`src/hw/rtl/navigation_safety_supervisor_assert.svh`:
```
// assertion macros for the navigation safety supervisor
`ifndef NAVIGATION_SAFETY_SUPERVISOR_ASSERT_SVH
`define NAVIGATION_SAFETY_SUPERVISOR_ASSERT_SVH

// same-cycle implication, sampled on clk, off during rst
`define NSS_ASSERT_NOW(label, cond, conseq) \
  label: assert property (@(posedge clk) disable iff (rst) (cond) |-> (conseq)) \
    else $error("nss assertion failed");

// next-cycle implication, sampled on clk, off during rst
`define NSS_ASSERT_NEXT(label, cond, conseq) \
  label: assert property (@(posedge clk) disable iff (rst) (cond) |=> (conseq)) \
    else $error("nss assertion failed");

`endif

```
`src/hw/rtl/nss_pkg.sv`:
```
// types, codes and constants of the navigation safety supervisor
`default_nettype none

package nss_pkg;

  localparam int TIME_WIDTH = 32;
  localparam logic [31:0] TIME_MASK = 32'((64'd1 << TIME_WIDTH) - 64'd1);

  localparam int NUM_CNT = 12;

  localparam int C_TRANS    = 0;
  localparam int C_WDOG     = 1;
  localparam int C_ACCEPT   = 2;
  localparam int C_INVALID  = 3;
  localparam int C_OVERFLOW = 9;
  localparam int C_MANUAL   = 10;
  localparam int C_NUMFAULT = 11;

  localparam logic [3:0] SEL_LIMIT = 4'(NUM_CNT);

  localparam logic [1:0] CFG_HOST_TIMEOUT = 2'd0;
  localparam logic [1:0] CFG_UNAV_GRACE   = 2'd1;
  localparam logic [1:0] CFG_OVF_LIMIT    = 2'd2;

  localparam logic [2:0] NAV_LANDMARK = 3'd1;
  localparam logic [2:0] NAV_DEAD_RECK = 3'd2;
  localparam logic [2:0] NAV_DEGRADED = 3'd3;
  localparam logic [2:0] NAV_UNAVAIL  = 3'd4;

  localparam logic [2:0] REASON_INVALID   = 3'd1;
  localparam logic [2:0] REASON_OVERSIZED = 3'd6;

  typedef enum logic [2:0] {
    MODE_STARTUP  = 3'd0,
    MODE_SELFTEST = 3'd1,
    MODE_READY    = 3'd2,
    MODE_RUNNING  = 3'd3,
    MODE_DEGRADED = 3'd4,
    MODE_SAFESTOP = 3'd5,
    MODE_FAULT    = 3'd6
  } mode_t;

  typedef enum logic [3:0] {
    KIND_TICK     = 4'd0,
    KIND_RESTART  = 4'd1,
    KIND_ST_START = 4'd2,
    KIND_ST_DONE  = 4'd3,
    KIND_HANDSHAKE = 4'd4,
    KIND_ACCEPTED = 4'd5,
    KIND_REJECTED = 4'd6,
    KIND_OVERFLOW = 4'd7,
    KIND_STOP_REQ = 4'd8,
    KIND_NUM_FAULT = 4'd9,
    KIND_READ_CNT = 4'd10
  } kind_t;

  typedef struct packed {
    logic [15:0] host_timeout;
    logic [15:0] unavailable_grace;
    logic [7:0]  overflow_stop_limit;
  } cfg_t;

  typedef struct packed {
    kind_t       kind;
    logic [31:0] now_ms;
    logic [2:0]  nav_mode;
    logic        estimator_ok;
    logic        control_ok;
    logic        self_test_pass;
    logic [2:0]  reject_reason;
    logic [3:0]  counter_select;
  } item_t;

  typedef struct packed {
    mode_t                     mode;
    logic                      host_contact;
    logic [31:0]               last_input_time;
    logic [31:0]               outage_start;
    logic                      outage_timing;
    logic [NUM_CNT-1:0][31:0]  cnt;
  } state_t;

  // packed so that state_out lands in the lowest bits
  typedef struct packed {
    logic [31:0] counter_value;
    logic        request_accepted;
    logic        neutral_hold;
    logic        brake_demand;
    logic        drive_permit;
    mode_t       state_out;
  } result_t;

endpackage

`default_nettype wire

```
`src/hw/rtl/nss_eval.sv`:
```
// single-pass evaluation of one item against the supervisor state
`default_nettype none

module nss_eval (
  input  nss_pkg::state_t  st,
  input  nss_pkg::item_t   item,
  input  nss_pkg::cfg_t    cfg,
  output nss_pkg::state_t  st_next,
  output nss_pkg::result_t res
);

  always_comb begin
    logic [2:0]                 nav;
    logic                       aided;
    logic                       dr;
    logic                       unav;
    logic                       live;
    logic [31:0]                now;
    logic [31:0]                el_host;
    logic [31:0]                el_outage;
    logic [31:0]                ovf_cnt;
    logic [nss_pkg::NUM_CNT-1:0] inc;
    nss_pkg::mode_t             m;

    st_next = st;
    res     = '0;
    inc     = '0;
    nav     = (item.nav_mode > nss_pkg::NAV_UNAVAIL) ? nss_pkg::NAV_UNAVAIL : item.nav_mode;
    aided   = (nav <= nss_pkg::NAV_LANDMARK);
    dr      = (nav == nss_pkg::NAV_DEAD_RECK) || (nav == nss_pkg::NAV_DEGRADED);
    unav    = (nav == nss_pkg::NAV_UNAVAIL);
    now     = item.now_ms & nss_pkg::TIME_MASK;
    el_host   = (now - st.last_input_time) & nss_pkg::TIME_MASK;
    el_outage = (now - st.outage_start) & nss_pkg::TIME_MASK;
    ovf_cnt   = st.cnt[nss_pkg::C_OVERFLOW] + 32'd1;
    live = (st.mode == nss_pkg::MODE_READY) || (st.mode == nss_pkg::MODE_RUNNING) ||
           (st.mode == nss_pkg::MODE_DEGRADED);
    m = st.mode;

    case (item.kind)
      nss_pkg::KIND_TICK: begin
        if (live && st.host_contact && (el_host > {16'd0, cfg.host_timeout})) begin
          inc[nss_pkg::C_WDOG] = 1'b1;
          m = nss_pkg::MODE_SAFESTOP;
        end
        if ((m == nss_pkg::MODE_RUNNING || m == nss_pkg::MODE_DEGRADED) &&
            !item.estimator_ok) begin
          inc[nss_pkg::C_NUMFAULT] = 1'b1;
          m = nss_pkg::MODE_FAULT;
        end
        if (m == nss_pkg::MODE_READY && st.host_contact && item.estimator_ok &&
            item.control_ok) begin
          if (aided) begin
            m = nss_pkg::MODE_RUNNING;
          end else if (dr) begin
            m = nss_pkg::MODE_DEGRADED;
          end
        end else if (m == nss_pkg::MODE_RUNNING) begin
          if (dr) begin
            st_next.outage_timing = 1'b0;
            m = nss_pkg::MODE_DEGRADED;
          end else if (unav) begin
            st_next.outage_timing = 1'b1;
            st_next.outage_start  = now;
            m = nss_pkg::MODE_DEGRADED;
          end else begin
            st_next.outage_timing = 1'b0;
          end
        end else if (m == nss_pkg::MODE_DEGRADED) begin
          if (aided) begin
            st_next.outage_timing = 1'b0;
            m = nss_pkg::MODE_RUNNING;
          end else if (dr) begin
            st_next.outage_timing = 1'b0;
          end else if (!st.outage_timing) begin
            st_next.outage_timing = 1'b1;
            st_next.outage_start  = now;
          end else if (el_outage >= {16'd0, cfg.unavailable_grace}) begin
            m = nss_pkg::MODE_SAFESTOP;
          end
        end
        if ((m == nss_pkg::MODE_RUNNING || m == nss_pkg::MODE_DEGRADED) &&
            item.estimator_ok && !unav && item.control_ok) begin
          res.drive_permit = 1'b1;
        end else if (m == nss_pkg::MODE_SAFESTOP || m == nss_pkg::MODE_FAULT) begin
          res.brake_demand = 1'b1;
        end else begin
          res.neutral_hold = 1'b1;
        end
      end
      nss_pkg::KIND_RESTART: begin
        m = nss_pkg::MODE_STARTUP;
        st_next.host_contact    = 1'b0;
        st_next.outage_timing   = 1'b0;
        st_next.last_input_time = now;
        st_next.outage_start    = now;
      end
      nss_pkg::KIND_ST_START: begin
        if (st.mode == nss_pkg::MODE_STARTUP) begin
          m = nss_pkg::MODE_SELFTEST;
          res.request_accepted = 1'b1;
        end
      end
      nss_pkg::KIND_ST_DONE: begin
        if (st.mode == nss_pkg::MODE_SELFTEST) begin
          m = item.self_test_pass ? nss_pkg::MODE_READY : nss_pkg::MODE_FAULT;
          res.request_accepted = 1'b1;
        end
      end
      nss_pkg::KIND_HANDSHAKE, nss_pkg::KIND_ACCEPTED: begin
        if (live) begin
          st_next.host_contact    = 1'b1;
          st_next.last_input_time = now;
          inc[nss_pkg::C_ACCEPT]  = (item.kind == nss_pkg::KIND_ACCEPTED);
        end
      end
      nss_pkg::KIND_REJECTED: begin
        for (int i = 0; i < 6; i++) begin
          inc[nss_pkg::C_INVALID + i] = (item.reject_reason == nss_pkg::REASON_INVALID + 3'(i));
        end
      end
      nss_pkg::KIND_OVERFLOW: begin
        inc[nss_pkg::C_OVERFLOW] = 1'b1;
        if (ovf_cnt >= {24'd0, cfg.overflow_stop_limit} && st.mode != nss_pkg::MODE_FAULT) begin
          m = nss_pkg::MODE_SAFESTOP;
        end
      end
      nss_pkg::KIND_STOP_REQ: begin
        inc[nss_pkg::C_MANUAL] = 1'b1;
        if (st.mode != nss_pkg::MODE_FAULT) begin
          m = nss_pkg::MODE_SAFESTOP;
        end
      end
      nss_pkg::KIND_NUM_FAULT: begin
        inc[nss_pkg::C_NUMFAULT] = 1'b1;
        m = nss_pkg::MODE_FAULT;
      end
      nss_pkg::KIND_READ_CNT: begin
        if (item.counter_select < nss_pkg::SEL_LIMIT) begin
          res.counter_value = st.cnt[item.counter_select];
        end
      end
      default: begin
      end
    endcase

    // at most one mode change per item, so one transition count
    inc[nss_pkg::C_TRANS] = (m != st.mode);

    for (int i = 0; i < nss_pkg::NUM_CNT; i++) begin
      st_next.cnt[i] = st.cnt[i] + {31'd0, inc[i]};
    end
    if (item.kind == nss_pkg::KIND_RESTART) begin
      st_next.cnt = '0;
    end

    st_next.mode  = m;
    res.state_out = m;
  end

endmodule

`default_nettype wire

```
`src/hw/rtl/navigation_safety_supervisor.sv`:
```
// navigation safety supervisor: mode, watchdog, outage timer and event counters
// a result is valid in the cycle after its item is accepted
// throughput: one item per cycle unless stalled; one pass of logic into the result register
// the result register frees in the same cycle it is taken, so stalls cost only stalled cycles
// reset (rst, synchronous): mode startup, timers and counters zero, registers at defaults
`default_nettype none
`include "navigation_safety_supervisor_assert.svh"

module navigation_safety_supervisor (
  input  wire logic        clk,
  input  wire logic        rst,
  input  wire logic        cfg_we,
  input  wire logic [1:0]  cfg_index,
  input  wire logic [15:0] cfg_wdata,
  input  wire logic        s_tvalid,
  output logic             s_tready,
  // now_ms[31:0], nav_mode[34:32], estimator_ok[35], control_ok[36],
  // self_test_pass[37], reject_reason[40:38], counter_select[44:41], zero pad
  input  wire logic [47:0] s_tdata,
  // kind[3:0]
  input  wire logic [3:0]  s_tuser,
  output logic             m_tvalid,
  input  wire logic        m_tready,
  // state_out[2:0], drive_permit[3], brake_demand[4], neutral_hold[5],
  // request_accepted[6], counter_value[38:7], zero pad
  output logic [39:0]      m_tdata
);

  nss_pkg::cfg_t    cfg;
  nss_pkg::state_t  st;
  nss_pkg::state_t  st_next;
  nss_pkg::item_t   item;
  nss_pkg::result_t res;
  nss_pkg::result_t res_q;
  logic             s_accept;

  assign s_tready = !m_tvalid || m_tready;
  assign s_accept = s_tvalid && s_tready;

  assign item.kind           = nss_pkg::kind_t'(s_tuser);
  assign item.now_ms         = s_tdata[31:0];
  assign item.nav_mode       = s_tdata[34:32];
  assign item.estimator_ok   = s_tdata[35];
  assign item.control_ok     = s_tdata[36];
  assign item.self_test_pass = s_tdata[37];
  assign item.reject_reason  = s_tdata[40:38];
  assign item.counter_select = s_tdata[44:41];

  nss_eval u_eval (
    .st      (st),
    .item    (item),
    .cfg     (cfg),
    .st_next (st_next),
    .res     (res)
  );

  // zero writes are ignored
  always_ff @(posedge clk) begin
    if (rst) begin
      cfg.host_timeout        <= 16'd500;
      cfg.unavailable_grace   <= 16'd250;
      cfg.overflow_stop_limit <= 8'd1;
    end else if (cfg_we) begin
      case (cfg_index)
        nss_pkg::CFG_HOST_TIMEOUT: begin
          if (cfg_wdata != 16'd0) cfg.host_timeout <= cfg_wdata;
        end
        nss_pkg::CFG_UNAV_GRACE: begin
          if (cfg_wdata != 16'd0) cfg.unavailable_grace <= cfg_wdata;
        end
        nss_pkg::CFG_OVF_LIMIT: begin
          if (cfg_wdata[7:0] != 8'd0) cfg.overflow_stop_limit <= cfg_wdata[7:0];
        end
        default: begin
        end
      endcase
    end
  end

  always_ff @(posedge clk) begin
    if (rst) begin
      st.mode            <= nss_pkg::MODE_STARTUP;
      st.host_contact    <= 1'b0;
      st.last_input_time <= 32'd0;
      st.outage_start    <= 32'd0;
      st.outage_timing   <= 1'b0;
      st.cnt             <= '0;
    end else if (s_accept) begin
      st <= st_next;
    end
  end

  always_ff @(posedge clk) begin
    if (rst) begin
      m_tvalid <= 1'b0;
    end else if (s_accept) begin
      m_tvalid <= 1'b1;
    end else if (m_tready) begin
      m_tvalid <= 1'b0;
    end
  end

  always_ff @(posedge clk) begin
    if (s_accept) begin
      res_q <= res;
    end
  end

  assign m_tdata = {1'b0, res_q};

  `NSS_ASSERT_NEXT(a_accept_gives_result, s_accept, m_tvalid)
  `NSS_ASSERT_NEXT(a_restart_clears, s_accept && s_tuser == nss_pkg::KIND_RESTART,
                   st.mode == nss_pkg::MODE_STARTUP && st.cnt == '0)
  `NSS_ASSERT_NOW(a_flags_exclusive, m_tvalid,
                  $countones({res_q.drive_permit, res_q.brake_demand, res_q.neutral_hold}) <= 1)
  `NSS_ASSERT_NOW(a_force_in_stop, m_tvalid && res_q.brake_demand,
                  res_q.state_out == nss_pkg::MODE_SAFESTOP ||
                  res_q.state_out == nss_pkg::MODE_FAULT)

endmodule

`default_nettype wire

```
`config.mk`:
```
export PLATFORM = sky130hd
export DESIGN_NAME = navigation_safety_supervisor
export DESIGN_NICKNAME = d
export VERILOG_FILES = /design/src/hw/rtl/nss_pkg.sv /design/src/hw/rtl/nss_eval.sv /design/src/hw/rtl/navigation_safety_supervisor.sv
export VERILOG_INCLUDE_DIRS = /design/src /design/src/hw/rtl
export SDC_FILE = /design/constraint.sdc
export NUM_CORES = 2
export LEC_CHECK = 0
export BUFFER_PORTS_ARGS = -buffer_cell sky130_fd_sc_hd__buf_2
export CAP_MARGIN = 20
export CORE_ASPECT_RATIO = 1.75
export CORE_UTILIZATION = 61
export DETAILED_ROUTE_END_ITERATION = 8
export PLACE_DENSITY = 0.86
export SLEW_MARGIN = 10
export SYNTH_ARGS = -nofsm -noshare
export SYNTH_HDL_FRONTEND = slang
export SYNTH_HIERARCHICAL = 1
export SYNTH_SLANG_ARGS = --single-unit
```
`constraint.sdc`:
```
create_clock -name clk -period 8.1 [get_ports clk]
set_input_delay 1.62 -clock clk [delete_from_list [all_inputs] [get_ports clk]]
set_output_delay 1.62 -clock clk [all_outputs]
set_load 0.005 [all_outputs]
```
==> run summary <==
Antenna viol nets, final = 0
Total power = 6.11 mW
Synth warnings = 6
First-pass GRT wire length = 190 mm
CP Max Fanout = 4
Asr flop ratio synth = 0%
Share of cells above drive strength 1 = 8.08%
Status = completed
Via count = 38000
Largest net degree at the start of global routing = 207
Total Routed Length = 123 mm
Hold WC Path Type = reg2reg
Die Ht = 332 um
Die Width = 190 um
Fin. max-slew vios = 0
Net count after synthesis = 5437
Worst-Skew Late Latency = 650 ps
Drt wl/cell = 20.6 um
CTS Sinks = 533
Root Buffer = clkbuf_16
Post-CTS Setup Bufs = 0
Core ar. = 0.0613 mm^2
H-tree levels = 2
Critical path class = in2reg
Hold slack = 455 ps
Synth area leader = dfxtp_1
Nets = 5319
Cell Count, Final, Fillers Out = 5953
I/O pin count = 117
Gr usage total = 37.9%
DR pass1 iterations = 6
Post-Syn Area = 0.0379 mm^2
Synth cell types = 98
Diode count = 0
Worst VDD drop = 0.198 mV
IO Port Bufs = 111
Max-Cap Viols = 0
Placed Instances = 5851
Crit path time final = 7700 ps
Total CTS buffers = 53
Flops & latches, synth = 533
Setup TNS = 0 ps
Total grt overflow = 0
Slew headroom = 26.8%
Post-Place Cell Area = 0.0387 mm^2
Pwr Density = 151 mW/mm^2
CTS tree = built
CP Capture Type = flip-flop
Final setup violation count = 0
Main flop type after synthesis = dfxtp_1
Gpl congestion = 0.990
Top cell type's share of synthesized area = 26.1%
Clock skew = 22.0 ps
Leak = 14.4 nW
Max stage delay cell, worst path = fa_1
Vias in the first global route = 35600
WP data required = 8590 ps
Commonest cells after routing, fill and taps aside = 1216 x nand2_1, 653 x a21oi_1, 525 x nor2_1
Post-Syn Instances = 5233
Initial Util = 61.9%
Final worst slack = 396 ps
Die area = 0.0632 mm^2
Post-Route Utilization = 66.1%
Sequential-to-total area share from yosys stat = 29.2%
Synth Area per Inst = 7.24 um^2
Startpoint types = primary input
Design Area, Final = 0.0405 mm^2
Period utilization = 95.1%
F_max = 130 MHz
Syn-to-layout area delta = 6.90%
Final Hold Viols = 0
RSZ-0062 raised after global routing = no
Row cnt = 120
Post-cts sizing count = 0
Area contributors post-synth = dfxtp_1 26%, nand2_1 12%, a21oi_1 8.6%, xor2_1 6.1%, mux4_2 5.7%
Drt drc = 0
Hold buffers post-CTS = 0
CP arrival = 8200 ps
Commonest non-fill, non-tap cell in the layout = nand2_1
Worst slack, placed = 42.1 ps
Initial antenna violation count = 3
CP peak stage delay = 430 ps
Bufs on Longest Clock Path = 3
Vias/cell = 6.39
Reg clk slew, reported paths = 70 ps
Slew @ Worst Pin = 1090 ps
Initial detailed-routing violation count = 3801
Dpl hpwl = 83.7 mm
Post-synth EDFFs = 39
==> cell type report <==
cell class | instances | area (um^2)
clock buffer | 73 | 1550
sequential | 533 | 11100
multi-input combinational | 4184 | 24800
fill | 5203 | 20700
timing repair buffer | 194 | 1280
clock inverter | 27 | 254
tap | 793 | 992
inverter | 149 | 567
==> critical path, delay by kind of cell <==
family	cells	cell delay, ps
AOI/OAI and AO/OA	8	1620
xor gates and xnor gates	2	350
adders and majority gates	5	1480
buffers and inverters	6	850
muxes	1	70
and+or+nand+nor	14	2190
==> flip-flops by register name, indices dropped and copies added (netlist names) <==
register and flops:
st 453, m_tdata 39, cfg 40, m_tvalid 1
==> layer usage <==
| layer | GRT usage, % | wire (um) | part of all wire, % | vias to the layer above |
|---|---|---|---|---|
| li1 | - | - | - | 17800 |
| met1 | 38.6 | 40800 | 33 | 17800 |
| met2 | 65.0 | 59700 | 49 | 1825 |
| met3 | 7.02 | 9480 | 7.7 | 601 |
| met4 | 34.3 | 12800 | 10 | 6 |
| met5 | 0 | 44 | 0.036 | - |
==> kinds of logic after synthesis <==
family                   count (synthesis)  synth area share, %
AO/OA/AOI/OAI                         1030                 15.8
XOR/XNOR                               360                 8.32
adder cells (fa/ha/maj)                129                 4.30
buffers and inverters                  516                 5.42
flip-flops                             533                 29.2
multiplexers                           177                 7.85
other                                    1              0.00989
AND/OR/NAND/NOR                       2487                 29.1
==> where the power goes <==
part	switching [mW]	internal, mW	total (mW)	leakage, nW
registers	0.0201	2.68	2.70	4.37
logic	0.556	0.243	0.799	9.15
clock network	1.15	1.47	2.62	0.891
==> synth_stat cells, types with 7 or more instances <==
master	instances
a211oi_1	14
a21boi_0	8
a21o_1	16
a21oi_1	653
a31oi_1	9
and2_1	17
and3_1	115
and4_1	28
buf_1	17
buf_2	37
clkbuf_1	300
dfxtp_1	494
edfxtp_1	39
ha_1	127
inv_1	149
mux2i_1	79
mux4_2	96
nand2_1	1217
nand2b_1	50
nand3_1	222
nand4_1	109
nor2_1	525
nor2b_1	37
nor3_1	37
nor4_1	19
o2111ai_1	7
o211ai_1	17
o21a_1	10
o21ai_0	148
o311a_1	31
o311ai_0	29
o31ai_1	7
or2_2	7
or3_1	66
xnor2_1	97
xor2_1	263
==> path summary, 6_finish.rpt <==
check,startpoint,to,slack [ps],depth (start not counted)
worst min register to register,st[432],st[432],450,2
worst max register to register,st[417],st[14],1160,34
worst min-delay path,st[432],st[432],450,2
worst max-delay path,s_tdata[0],st[14],400,36
Note: power is estimated with default switching activity, not from simulation.
